## config.mk

```make
export PLATFORM = sky130hd
export DESIGN_NAME = sg3_scale
export DESIGN_NICKNAME = d
export VERILOG_FILES = /design/src/sv/sg3_pkg.sv /design/src/sv/sg3_scale.sv
export SDC_FILE = /design/constraint.sdc
export NUM_CORES = 1
export LEC_CHECK = 0
export ABC_AREA = 1
export BUFFER_PORTS_ARGS = -buffer_cell sky130_fd_sc_hd__buf_2
export CORE_UTILIZATION = 44
export DETAILED_ROUTE_END_ITERATION = 8
export PLACE_DENSITY = 0.68
export REMOVE_ABC_BUFFERS = 1
export SYNTH_ARGS = -nofsm -noshare
export SYNTH_HDL_FRONTEND = slang
export SYNTH_SLANG_ARGS = --single-unit
```

## constraint.sdc

```tcl
create_clock -name clk -period 10.9 [get_ports clk]
set_input_delay 1.09 -clock clk [delete_from_list [all_inputs] [get_ports clk]]
set_output_delay 1.09 -clock clk [all_outputs]
set_load 0.005 [all_outputs]
```

## src/sv/sg3_pkg.sv

```systemverilog
// ----------------------------------------------------------------------------
// sg3_pkg: shared types and constants for the 3D Sobel gradient block
// Register indexes, default sizes, field widths and the voxel tag word.
// ----------------------------------------------------------------------------
package sg3_pkg;

	localparam int DEF_MAX_SIZE_X = 256;
	localparam int DEF_MAX_SIZE_Y = 256;
	localparam int DEF_MAX_SIZE_Z = 1024;
	localparam int DEF_VOXEL_BITS = 16;

	localparam int CFG_IDX_BITS  = 3;
	localparam int CFG_DATA_BITS = 16;

	typedef enum logic [CFG_IDX_BITS-1:0] {
		REG_SIZE_X  = 3'd0,
		REG_SIZE_Y  = 3'd1,
		REG_SIZE_Z  = 3'd2,
		REG_RECIP_X = 3'd3,
		REG_RECIP_Y = 3'd4,
		REG_RECIP_Z = 3'd5
	} reg_idx_t;

	localparam logic [8:0]  RST_SIZE_X = 9'd256;
	localparam logic [8:0]  RST_SIZE_Y = 9'd256;
	localparam logic [10:0] RST_SIZE_Z = 11'd1024;
	localparam logic [15:0] RST_RECIP  = 16'd256;

	localparam int CX_BITS = 8;
	localparam int CY_BITS = 8;
	localparam int CZ_BITS = 10;
	localparam int GRAD_BITS = 32;

	// side information that travels with a voxel through the pipeline
	typedef struct packed {
		logic                 hit;
		logic [CX_BITS-1:0]   cx;
		logic [CY_BITS-1:0]   cy;
		logic [CZ_BITS-1:0]   cz;
		logic                 last;
	} tag_t;

endpackage

```

## src/sv/sg3_scale.sv

```systemverilog
// ----------------------------------------------------------------------------
// sg3_scale: axis scaler
// Negates an axis sum, multiplies by the reciprocal spacing and floors the
// quotient by 32; one register after the multiply.
// ----------------------------------------------------------------------------
module sg3_scale
	import sg3_pkg::*;
#(
	parameter int SW = 24
) (
	input  logic                        clk,
	input  logic                        en,
	input  logic signed [SW-1:0]        sum,
	input  logic [15:0]                 recip,
	output logic signed [GRAD_BITS-1:0] grad
);
	logic signed [SW+17:0] prod_q;

	// multiply; arithmetic shift right by 5 is floor division by 32
	always_ff @(posedge clk) begin
		if (en) begin
			prod_q <= -((SW+18)'(sum)) * $signed({2'b00, recip});
		end
	end

	logic signed [SW+17:0] shr;
	assign shr  = prod_q >>> 5;
	assign grad = shr[GRAD_BITS-1:0];
endmodule

```

---- Word level (Yosys, flattened, before mapping) ----
Index checks and enable logic that the tools add are counted.
Widths: inputs -> output; s select.
word-level totals
  RAM bits ................................ 0
  logic and storage cells ................. 3
  output and inout bits ................... 32
  input port bits ......................... 42
  memory bits (read-only) ................. 0
  memories kept ........................... 0
  bits in latches ......................... 0
  bits in registers ....................... 37
operators by class
  muxes and demuxes ....................... 0
  div/mod/pow operators ................... 0
  multiply operators ...................... 1
  add/sub/neg operators ................... 1
  reduce and logical (&&, ||, !) cells .... 0
  eq/ne operators ......................... 0
  shifts and indexed selects .............. 0
  magnitude comparators ................... 0
  bitwise gates (word level) .............. 0
operators by type and width
  cell            number
  $mul 42x17->37  1
  $neg 24->42     1

---- Longest topological paths before layout ----
Gate-level depths: netlist of the first run.
  word-level depth ........................ 2
  mapped depth ............................ 35
  gate-level depth less buffers ........... 35

---- Worst setup path after synthesis of the first run ----
Ideal clock, no wire load.
  path type ............................... in2reg
  start ................................... input sum[1]
  end ..................................... register prod_q[34], data pin
  data required time ...................... 10.635 ns
  path buffers ............................ 1
  cell stages on the path ................. 30
  arrival time ............................ 7.049 ns
  setup time .............................. 0.265 ns
  setup slack ............................. 3.586 ns
  cells stage by stage .................... inv_1 ha_1 nand2_2 nor2_4 nand3_1 or2_2 nand2_1 clkbuf_1 nor2_1 fa_1 inv_1 fa_1 fa_1 inv_1 fa_1 fa_1 inv_1 fa_1 inv_1 ha_1 a21oi_1 o21ai_0 o21bai_1 nand2_1 nand3_1 nand2_1 nand2_1 a21boi_1 o21ai_0 xor2_1
between the ends
  word-level cells in the longest chain between the ends .. 2
RTL lines
  what                    RTL line         text
  start: declaration      sg3_scale.sv:13  input logic signed [SW-1:0] sum,
  $neg 24->42             sg3_scale.sv:22  prod_q <= -((SW+18)'(sum)) * $signed({2'b00, recip});
  $mul 42x17->37          sg3_scale.sv:22
  end signal: assignment  sg3_scale.sv:22
  end: declaration        sg3_scale.sv:17  logic signed [SW+17:0] prod_q;
Every way passes these cells.
A chain may end at the register's enable or synchronous reset.

---- Worst setup path in the final report of the first run ----
  start ................................... input sum[0]
  end ..................................... register prod_q[35], data pin
The elaborated chain is that of the path after synthesis.

==> results of run 1 <==
metal layers:
metal / vias up / share of wire, % / global-route usage (%) / wire length (microns)
met1: 6384 / 38 / 30.66 / 16560
met4: 0 / 5.5 / 13.83 / 2413
met2: 504 / 50 / 45.47 / 21830
met3: 146 / 6.8 / 3.088 / 2979
met5: - / 0 / 0 / 0
li1: 5746 / - / - / -
layout make-up:
cell class	count	area, sq um
timing repair buffer	74	372.9
clock inverter	1	5.005
clock buffer	6	128.9
fill	3501	18780
sequential	32	960.9
inverter	598	2245
tap	461	576.8
multi-input combinational	1318	12420
synthesized netlist by cell type, drive strengths merged:
master / n
o211ai: 2
a21oi: 38
nor2: 247
a221oi: 1
buf: 4
nand2: 392
fa: 373
nor4: 1
nand4: 10
or2: 10
a31oi: 3
o221ai: 1
or3: 4
nand3: 52
nor3: 7
o21ai: 35
or4: 1
nand3b: 2
and2: 1
a21boi: 2
xor2: 24
ha: 91
inv: 589
o21a: 1
a21o: 2
clkinv: 9
xnor2: 15
edfxtp: 32
o21bai: 3
clkbuf: 49
worst max-delay path by stage:
| stage | startpoint | endpoint | cells past startpoint |
|---|---|---|---|
| detailed placement | sum[0] | prod_q[35] | 30 |
| global placement | sum[0] | prod_q[35] | 30 |
| finish | sum[0] | prod_q[35] | 30 |
| floorplan | sum[1] | prod_q[34] | 30 |
| CTS | sum[0] | prod_q[35] | 30 |
| global route | sum[0] | prod_q[35] | 30 |
kinds of logic after synthesis:
kind of cell	share of synthesized area, %
fa+ha+maj	54.37
buf+inv	15.48
compound gates	3.012
flops	6.071
xor+xnor	2.158
simple gates	18.91
cells in the final DEF, fill, tap and decap left out, types with 15 or more instances in the layout:
| master | instances |
|---|---|
| sky130_fd_sc_hd__fa_1 | 373 |
| sky130_fd_sc_hd__nand2_1 | 387 |
| sky130_fd_sc_hd__a21oi_1 | 38 |
| sky130_fd_sc_hd__ha_1 | 91 |
| sky130_fd_sc_hd__buf_2 | 73 |
| sky130_fd_sc_hd__edfxtp_1 | 32 |
| sky130_fd_sc_hd__o21ai_0 | 29 |
| sky130_fd_sc_hd__nor2_1 | 237 |
| sky130_fd_sc_hd__xnor2_1 | 15 |
| sky130_fd_sc_hd__nand3_1 | 44 |
| sky130_fd_sc_hd__xor2_1 | 24 |
| sky130_fd_sc_hd__inv_1 | 579 |
per-stage QoR:
step           setup WS (ps)  hold WS, ps  cell area (sq um)
2_1_floorplan           3643         1203              15620
5_1_grt                 2129         1451              16710
4_1_cts                 2553         1438              16710
3_5_place_dp            2258         1488              16570
6_report                2481         1413              16710
3_3_place_gp            2276         1487              16570
==> flow_results.xml, run 1 <==
<?xml version="1.0" encoding="UTF-8"?>
<metrics>
  <group name="outcome">
    <metric name="run_status" unit="">finished, final reports clean</metric>
  </group>
  <group name="final_layout">
    <metric name="syn_to_final_growth" unit="%">5.541</metric>
    <metric name="post_route_cells_drive_above_1_share" unit="%">6.111</metric>
    <metric name="final_cell_count_no_fill" unit="">2490</metric>
    <metric name="fin_nets" unit="">2535</metric>
    <metric name="utilization" unit="%">47.08</metric>
    <metric name="layout_top_registers" unit="">prod_q (32)</metric>
    <metric name="largest-register" unit="">prod_q</metric>
    <metric name="largest_register_ff_count" unit="">32</metric>
    <metric name="antenna-diode-count" unit="">0</metric>
  </group>
  <group name="floorplan">
    <metric name="die_area" unit="sq mm">0.03674</metric>
    <metric name="placement_rows" unit="">69</metric>
    <metric name="effective_utilization_at_floorplan" unit="%">44.61</metric>
    <metric name="ioPinCount" unit="">74</metric>
    <metric name="core-area" unit="sq mm">0.03548</metric>
    <metric name="die_height" unit="microns">191.7</metric>
    <metric name="die_width" unit="microns">191.7</metric>
  </group>
  <group name="worst_setup_path">
    <metric name="crit_path_max_incr_delay" unit="ps">550</metric>
    <metric name="critical_path_arrival" unit="ps">8460</metric>
    <metric name="worst-endpoint-required" unit="ps">10940</metric>
    <metric name="critical_path_peak_fanout" unit="">15</metric>
    <metric name="buffers_inverters_on_critical_path" unit="">8</metric>
    <metric name="critPathCaptureType" unit="">flop</metric>
    <metric name="worst_setup_path_start_kind" unit="">primary input</metric>
    <metric name="crit_family" unit="">adder cells</metric>
    <metric name="crit_type" unit="">primary input to flop</metric>
    <metric name="crit_slowest_cell" unit="">sky130_fd_sc_hd__fa_1</metric>
  </group>
  <group name="logic_synthesis">
    <metric name="post_synth_main_area_contributors" unit="">sky130_fd_sc_hd__fa_1, sky130_fd_sc_hd__inv_1, sky130_fd_sc_hd__nand2_1</metric>
    <metric name="netlist.area_leader.share" unit="%">47.17</metric>
    <metric name="synth_cell_type_count" unit="">41</metric>
    <metric name="yosysWarningCount" unit="">0</metric>
    <metric name="syn_area" unit="sq mm">0.01583</metric>
    <metric name="synth_area_leader_cell" unit="">sky130_fd_sc_hd__fa_1</metric>
    <metric name="netlist_instances" unit="">2001</metric>
    <metric name="ys_seq_elements" unit="">32</metric>
    <metric name="syn_avg_cell_area" unit="sq um">7.911</metric>
    <metric name="yosysSeqAreaShare" unit="%">6.071</metric>
  </group>
  <group name="worst_hold_path">
    <metric name="min_path_cells" unit="">1</metric>
    <metric name="worst_hold_path.endpoint" unit="">prod_q[7]</metric>
    <metric name="hp-class" unit="">primary input to flop</metric>
    <metric name="min_from" unit="">en</metric>
  </group>
  <group name="global_route">
    <metric name="grt_start_max_net_pins" unit="">34</metric>
    <metric name="number_of_global_route_vias_before_repair" unit="">14160</metric>
    <metric name="grt_util_all_layers" unit="%">25.80</metric>
    <metric name="global_route_wire_length_before_repair" unit="microns">71970</metric>
    <metric name="number_of_antenna_violations_at_the_first_check_in_global_routing" unit="">0</metric>
    <metric name="global_route.overflow_total" unit="">0</metric>
  </group>
  <group name="timing">
    <metric name="fmax" unit="MHz">118.8</metric>
    <metric name="worst_slew_pin_slew" unit="ps">1062</metric>
    <metric name="max-slew-margin-rel" unit="%">28.72</metric>
    <metric name="final_hold_viol_count" unit="">0</metric>
    <metric name="grt_setup_unrepaired" unit="">no</metric>
    <metric name="fin_tns_setup" unit="ps">0</metric>
    <metric name="final-max-slew-violation-count" unit="">0</metric>
    <metric name="period_share" unit="%">77.24</metric>
    <metric name="min_period" unit="ps">8419</metric>
    <metric name="final-setup-viol-count" unit="">0</metric>
  </group>
  <group name="detailed_routing">
    <metric name="drtAntennaViolNets" unit="">0</metric>
    <metric name="drt_iter0_drc" unit="">771</metric>
    <metric name="routed_wirelength" unit="microns">43780</metric>
    <metric name="drc_errors" unit="">0</metric>
    <metric name="viasPerCell" unit="">5.133</metric>
    <metric name="wire_per_inst" unit="microns">17.58</metric>
    <metric name="pre_antenna_drt_iters" unit="">6</metric>
    <metric name="dr_total_vias" unit="">12780</metric>
  </group>
  <group name="clocking">
    <metric name="cts_inserted_buffers" unit="">5</metric>
    <metric name="clock-root-buffer" unit="">sky130_fd_sc_hd__clkbuf_16</metric>
    <metric name="ctsLongestPathBuffers" unit="">2</metric>
    <metric name="cts.hold.buffers_added" unit="">0</metric>
    <metric name="htreeDepth" unit="">2</metric>
    <metric name="cts-resized-gates" unit="">0</metric>
    <metric name="cts_setup_buffers" unit="">0</metric>
    <metric name="clkTransAtPathRegs" unit="ps">70</metric>
    <metric name="cts.sinks" unit="">32</metric>
    <metric name="tritoncts" unit="">built</metric>
  </group>
  <group name="placement">
    <metric name="gp_routability_congestion" unit="">0.9377</metric>
    <metric name="hpwlAfterDp" unit="microns">36210</metric>
    <metric name="placed_insts" unit="">2483</metric>
    <metric name="port_buffers" unit="">73</metric>
  </group>
  <group name="flow_run">
    <metric name="max-cap-violations" unit="">0</metric>
  </group>
</metrics>
Power of run 1 is not shown: default switching activity piles up to over one toggle a cycle in this logic, so the estimate is an artifact.
==> run 2: changes to the inputs <==
- clock period: 10.9 -> 8.8 ns (I/O delays scaled with it)
==> flow_results.xml, run 2 (synthesized netlist as in run 1, its figures left out) <==
<?xml version="1.0" encoding="UTF-8"?>
<metrics>
  <group name="clocking">
    <metric name="cts.hold.buffers_added" unit="">0</metric>
    <metric name="cts_setup_buffers" unit="">0</metric>
    <metric name="ctsLongestPathBuffers" unit="">2</metric>
    <metric name="clkTransAtPathRegs" unit="ps">60</metric>
    <metric name="cts_inserted_buffers" unit="">5</metric>
    <metric name="tritoncts" unit="">built</metric>
    <metric name="clock-root-buffer" unit="">sky130_fd_sc_hd__clkbuf_16</metric>
    <metric name="htreeDepth" unit="">2</metric>
    <metric name="cts-resized-gates" unit="">0</metric>
    <metric name="cts.sinks" unit="">32</metric>
  </group>
  <group name="timing">
    <metric name="fin_worst_hold_slack" unit="ps">1200</metric>
    <metric name="period_share" unit="%">93.15</metric>
    <metric name="final_hold_viol_count" unit="">0</metric>
    <metric name="fin_tns_setup" unit="ps">0</metric>
    <metric name="fmax" unit="MHz">122.0</metric>
    <metric name="min_period" unit="ps">8197</metric>
    <metric name="final-max-slew-violation-count" unit="">0</metric>
    <metric name="max-slew-margin-rel" unit="%">35.95</metric>
    <metric name="grt_setup_unrepaired" unit="">no</metric>
    <metric name="worst_slew_pin_slew" unit="ps">959.6</metric>
    <metric name="final-setup-viol-count" unit="">0</metric>
  </group>
  <group name="flow_run">
    <metric name="max-cap-violations" unit="">0</metric>
  </group>
  <group name="worst_setup_path">
    <metric name="worst-endpoint-required" unit="ps">8850</metric>
    <metric name="critPathCaptureType" unit="">flop</metric>
    <metric name="critical_path_arrival" unit="ps">8240</metric>
    <metric name="worst_setup_path_start_kind" unit="">primary input</metric>
    <metric name="crit_path_frequent_cell" unit="">sky130_fd_sc_hd__inv_1</metric>
    <metric name="crit_path_max_incr_delay" unit="ps">580</metric>
    <metric name="crit_type" unit="">primary input to flop</metric>
    <metric name="critical_path_peak_fanout" unit="">15</metric>
    <metric name="crit_slowest_cell" unit="">sky130_fd_sc_hd__clkinv_1</metric>
  </group>
  <group name="final_layout">
    <metric name="most-common-layout-cells" unit="">sky130_fd_sc_hd__inv_1, sky130_fd_sc_hd__nand2_1, sky130_fd_sc_hd__fa_1, sky130_fd_sc_hd__nor2_1, sky130_fd_sc_hd__ha_1</metric>
    <metric name="fillerInstances" unit="">3516</metric>
    <metric name="syn_to_final_growth" unit="%">5.873</metric>
    <metric name="multi_input_area" unit="sq mm">0.01242</metric>
    <metric name="fin_nets" unit="">2542</metric>
    <metric name="largest_register_ff_count" unit="">32</metric>
    <metric name="antenna-diode-count" unit="">0</metric>
    <metric name="register_area" unit="sq um">960.9</metric>
    <metric name="post_route_cells_drive_above_1_share" unit="%">6.434</metric>
    <metric name="largest-register" unit="">prod_q</metric>
    <metric name="most_frequent_standard_cell_in_the_layout_excluding_fill_and_tap_cells" unit="">sky130_fd_sc_hd__inv_1</metric>
    <metric name="layout_top_registers" unit="">prod_q (32)</metric>
    <metric name="final_design_area_no_fill" unit="sq mm">0.01676</metric>
    <metric name="utilization" unit="%">47.23</metric>
  </group>
  <group name="placement">
    <metric name="placement.cell_area" unit="sq mm">0.01662</metric>
    <metric name="hpwlAfterDp" unit="microns">36650</metric>
    <metric name="port_buffers" unit="">73</metric>
    <metric name="gp_routability_congestion" unit="">0.9568</metric>
  </group>
  <group name="floorplan">
    <metric name="effective_utilization_at_floorplan" unit="%">44.61</metric>
    <metric name="placement_rows" unit="">69</metric>
    <metric name="die_width" unit="microns">191.7</metric>
    <metric name="die_height" unit="microns">191.7</metric>
    <metric name="die_area" unit="sq mm">0.03674</metric>
    <metric name="core-area" unit="sq mm">0.03548</metric>
    <metric name="ioPinCount" unit="">74</metric>
  </group>
  <group name="worst_hold_path">
    <metric name="min_path_cells" unit="">1</metric>
    <metric name="min_from" unit="">en</metric>
    <metric name="hp-class" unit="">primary input to flop</metric>
    <metric name="worst_hold_path.endpoint" unit="">prod_q[7]</metric>
  </group>
  <group name="detailed_routing">
    <metric name="dr_total_vias" unit="">12800</metric>
    <metric name="pre_antenna_drt_iters" unit="">6</metric>
    <metric name="drc_errors" unit="">0</metric>
    <metric name="drt_iter0_drc" unit="">933</metric>
    <metric name="wire_per_inst" unit="microns">17.68</metric>
    <metric name="routed_wirelength" unit="microns">44150</metric>
    <metric name="viasPerCell" unit="">5.127</metric>
    <metric name="drtAntennaViolNets" unit="">0</metric>
  </group>
  <group name="global_route">
    <metric name="number_of_antenna_violations_at_the_first_check_in_global_routing" unit="">0</metric>
    <metric name="grt_start_max_net_pins" unit="">34</metric>
    <metric name="global_route.overflow_total" unit="">0</metric>
    <metric name="grt_util_all_layers" unit="%">25.98</metric>
    <metric name="global_route_wire_length_before_repair" unit="microns">72070</metric>
    <metric name="number_of_global_route_vias_before_repair" unit="">13780</metric>
  </group>
  <group name="outcome">
    <metric name="run_status" unit="">finished, final reports clean</metric>
  </group>
</metrics>
run 2: cell types whose count changed in the layout (fill, tap and decap cells not counted):
cell	change
sky130_fd_sc_hd__buf_4	+7
run 2: through the flow:
stage          instances  worst slack, ps
6_report            2497            602.7
5_1_grt             2497            140.0
4_1_cts             2497            717.7
3_5_place_dp        2490            435.4
3_3_place_gp        2490            502.6
2_1_floorplan       1948             1753
run 2: final cells by class:
cell class,instances,share of cell area (%)
clock inverter,1,0.02986
clock buffer,6,0.7690
timing repair buffer,81,2.538
inverter,598,13.39
multi-input combinational,1318,74.09
tap,461,3.442
sequential,32,5.734
run 2: how the worst max path moves through the flow:
stage                start         end  cells past startpoint
CTS                 sum[0]  prod_q[35]                     30
global route        sum[0]  prod_q[36]                     34
detailed placement  sum[0]  prod_q[35]                     30
floorplan           sum[1]  prod_q[34]                     30
finish              sum[0]  prod_q[36]                     34
global placement    sum[0]  prod_q[35]                     30
run 2: routing by layer:
layer / track usage [%] / share of wire, %
met1: 30.61 / 38
met2: 46.86 / 51
met3: 3.234 / 6.2
met4: 12.00 / 5.3
met5: 0 / 0
run 2: critical path, delay by kind of cell:
kind,cells,cell delay (ps)
buffers and inverters,11,1500
XOR/XNOR,1,570
adder cells (fa/ha/maj),8,3430
AO/OA/AOI/OAI,5,910
AND/OR/NAND/NOR,9,940
Power of run 2 is left out for the same reason.
==> run 3: changes to the inputs <==
- CORE_ASPECT_RATIO: unset -> 1.1
- REMOVE_ABC_BUFFERS: 1 -> unset
- SKIP_CTS_REPAIR_TIMING: unset -> 1
==> flow_results.xml, run 3 (synthesized netlist as in run 1, its figures left out) <==
<?xml version="1.0" encoding="UTF-8"?>
<metrics>
  <group name="worst_setup_path">
    <metric name="crit_type" unit="">primary input to flop</metric>
    <metric name="crit_path_frequent_cell" unit="">sky130_fd_sc_hd__fa_1</metric>
    <metric name="critPathCaptureType" unit="">flop</metric>
    <metric name="crit_path_max_incr_delay" unit="ps">540</metric>
    <metric name="critical_path_peak_fanout" unit="">15</metric>
    <metric name="worst_setup_path_start_kind" unit="">primary input</metric>
    <metric name="crit_slowest_cell" unit="">sky130_fd_sc_hd__fa_1</metric>
    <metric name="critical_path.startpoint" unit="">sum[0]</metric>
    <metric name="worst-endpoint-required" unit="ps">8840</metric>
    <metric name="critical_path_arrival" unit="ps">8160</metric>
  </group>
  <group name="detailed_routing">
    <metric name="top_layer_used" unit="">met4</metric>
    <metric name="dr_total_vias" unit="">12870</metric>
    <metric name="routed_wirelength" unit="microns">44660</metric>
    <metric name="pre_antenna_drt_iters" unit="">5</metric>
    <metric name="wl_met1" unit="microns">17180</metric>
    <metric name="wl_met3" unit="microns">2832</metric>
    <metric name="drc_errors" unit="">0</metric>
    <metric name="route.met2.wl" unit="microns">22350</metric>
    <metric name="drtAntennaViolNets" unit="">0</metric>
    <metric name="wire_per_inst" unit="microns">17.71</metric>
    <metric name="drt_iter0_drc" unit="">870</metric>
    <metric name="viasPerCell" unit="">5.104</metric>
  </group>
  <group name="placement">
    <metric name="placement.cell_area" unit="sq mm">0.01666</metric>
    <metric name="gp_routability_congestion" unit="">0.9181</metric>
    <metric name="port_buffers" unit="">73</metric>
    <metric name="hpwlAfterDp" unit="microns">36700</metric>
    <metric name="detailedPlace.worstSlack" unit="ps">499.9</metric>
  </group>
  <group name="floorplan">
    <metric name="placement_rows" unit="">72</metric>
    <metric name="effective_utilization_at_floorplan" unit="%">44.82</metric>
    <metric name="die_height" unit="microns">200.9</metric>
    <metric name="die_area" unit="sq mm">0.03674</metric>
    <metric name="core-area" unit="sq mm">0.03531</metric>
    <metric name="ioPinCount" unit="">74</metric>
    <metric name="die_width" unit="microns">182.8</metric>
  </group>
  <group name="final_layout">
    <metric name="register_area" unit="sq um">960.9</metric>
    <metric name="multi_input_area" unit="sq mm">0.01242</metric>
    <metric name="largest_register_ff_count" unit="">32</metric>
    <metric name="syn_to_final_growth" unit="%">6.355</metric>
    <metric name="utilization" unit="%">47.67</metric>
    <metric name="fillerInstances" unit="">3512</metric>
    <metric name="post_route_cells_drive_above_1_share" unit="%">6.621</metric>
    <metric name="most_frequent_standard_cell_in_the_layout_excluding_fill_and_tap_cells" unit="">sky130_fd_sc_hd__inv_1</metric>
    <metric name="largest-register" unit="">prod_q</metric>
    <metric name="final_design_area_no_fill" unit="sq mm">0.01683</metric>
    <metric name="most-common-layout-cells" unit="">sky130_fd_sc_hd__inv_1, sky130_fd_sc_hd__nand2_1, sky130_fd_sc_hd__fa_1, sky130_fd_sc_hd__nor2_1, sky130_fd_sc_hd__ha_1</metric>
    <metric name="layout_top_registers" unit="">prod_q (32)</metric>
    <metric name="fin_nets" unit="">2544</metric>
  </group>
  <group name="timing">
    <metric name="final_critical_path_setup_slack" unit="ps">680.8</metric>
    <metric name="max-slew-margin-rel" unit="%">33.96</metric>
    <metric name="final_hold_viol_count" unit="">0</metric>
    <metric name="final-max-slew-violation-count" unit="">0</metric>
    <metric name="min_period" unit="ps">8119</metric>
    <metric name="worst_slew_pin_slew" unit="ps">989.5</metric>
    <metric name="fmax" unit="MHz">123.2</metric>
    <metric name="final-setup-viol-count" unit="">0</metric>
    <metric name="fin_tns_setup" unit="ps">0</metric>
    <metric name="period_share" unit="%">92.26</metric>
    <metric name="grt_setup_unrepaired" unit="">no</metric>
  </group>
  <group name="logic_synthesis">
    <metric name="syn_nets" unit="">2507</metric>
  </group>
  <group name="worst_hold_path">
    <metric name="hp-class" unit="">primary input to flop</metric>
    <metric name="worst_hold_path.endpoint" unit="">prod_q[36]</metric>
    <metric name="min_from" unit="">en</metric>
    <metric name="min_path_cells" unit="">1</metric>
  </group>
  <group name="global_route">
    <metric name="number_of_global_route_vias_before_repair" unit="">14140</metric>
    <metric name="number_of_antenna_violations_at_the_first_check_in_global_routing" unit="">1</metric>
    <metric name="global_route.overflow_total" unit="">0</metric>
    <metric name="grt_util_all_layers" unit="%">25.93</metric>
    <metric name="grt_start_max_net_pins" unit="">34</metric>
    <metric name="global_route_wire_length_before_repair" unit="microns">73030</metric>
  </group>
  <group name="outcome">
    <metric name="run_status" unit="">finished, final reports clean</metric>
  </group>
  <group name="flow_run">
    <metric name="max-cap-violations" unit="">0</metric>
  </group>
  <group name="clocking">
    <metric name="cts_inserted_buffers" unit="">5</metric>
    <metric name="tritoncts" unit="">built</metric>
    <metric name="clkTransAtPathRegs" unit="ps">70</metric>
    <metric name="ctsLongestPathBuffers" unit="">2</metric>
    <metric name="htreeDepth" unit="">2</metric>
    <metric name="cts.sinks" unit="">32</metric>
    <metric name="clock-root-buffer" unit="">sky130_fd_sc_hd__clkbuf_16</metric>
  </group>
</metrics>
run 3: area by class of cell:
cell class / count / share of cell area [%]
clock buffer: 5 / 0.7432
timing repair buffer: 83 / 2.616
clock inverter: 3 / 0.2527
tap: 481 / 3.575
multi-input combinational: 1318 / 73.76
inverter: 598 / 13.33
antenna: 1 / 0.01486
sequential: 32 / 5.708
run 3: how the worst max path moves through the flow:
stage                             to  slack [ps]
final                     prod_q[27]         680
after global routing      prod_q[36]         170
after CTS                 prod_q[27]         790
after detailed placement  prod_q[27]         500
after global placement    prod_q[27]         640
after floorplan           prod_q[34]        1700
run 3: layer usage:
layer,global-route usage [%],vias to the layer above
li1,-,5753
met1,31.72,6512
met2,45.13,478
met3,2.830,124
met4,13.27,0
met5,0,-
run 3: worst max-delay path: cells and delay by family:
kind	cells	cell delay, ps
buffers and inverters	8	1110
adder cells (fa/ha/maj)	7	3330
AND/OR/NAND/NOR	8	1120
XOR/XNOR	1	150
AO/OA/AOI/OAI	6	1550
run 3: metrics by stage:
step	hold WS, ps	std cells
floorplan	992.5	2001
CTS	1287	2520
global route	1292	2521
finish	1251	2521
detailed placement	1275	2512
global placement	1274	2512
Power of run 3 is left out for the same reason.
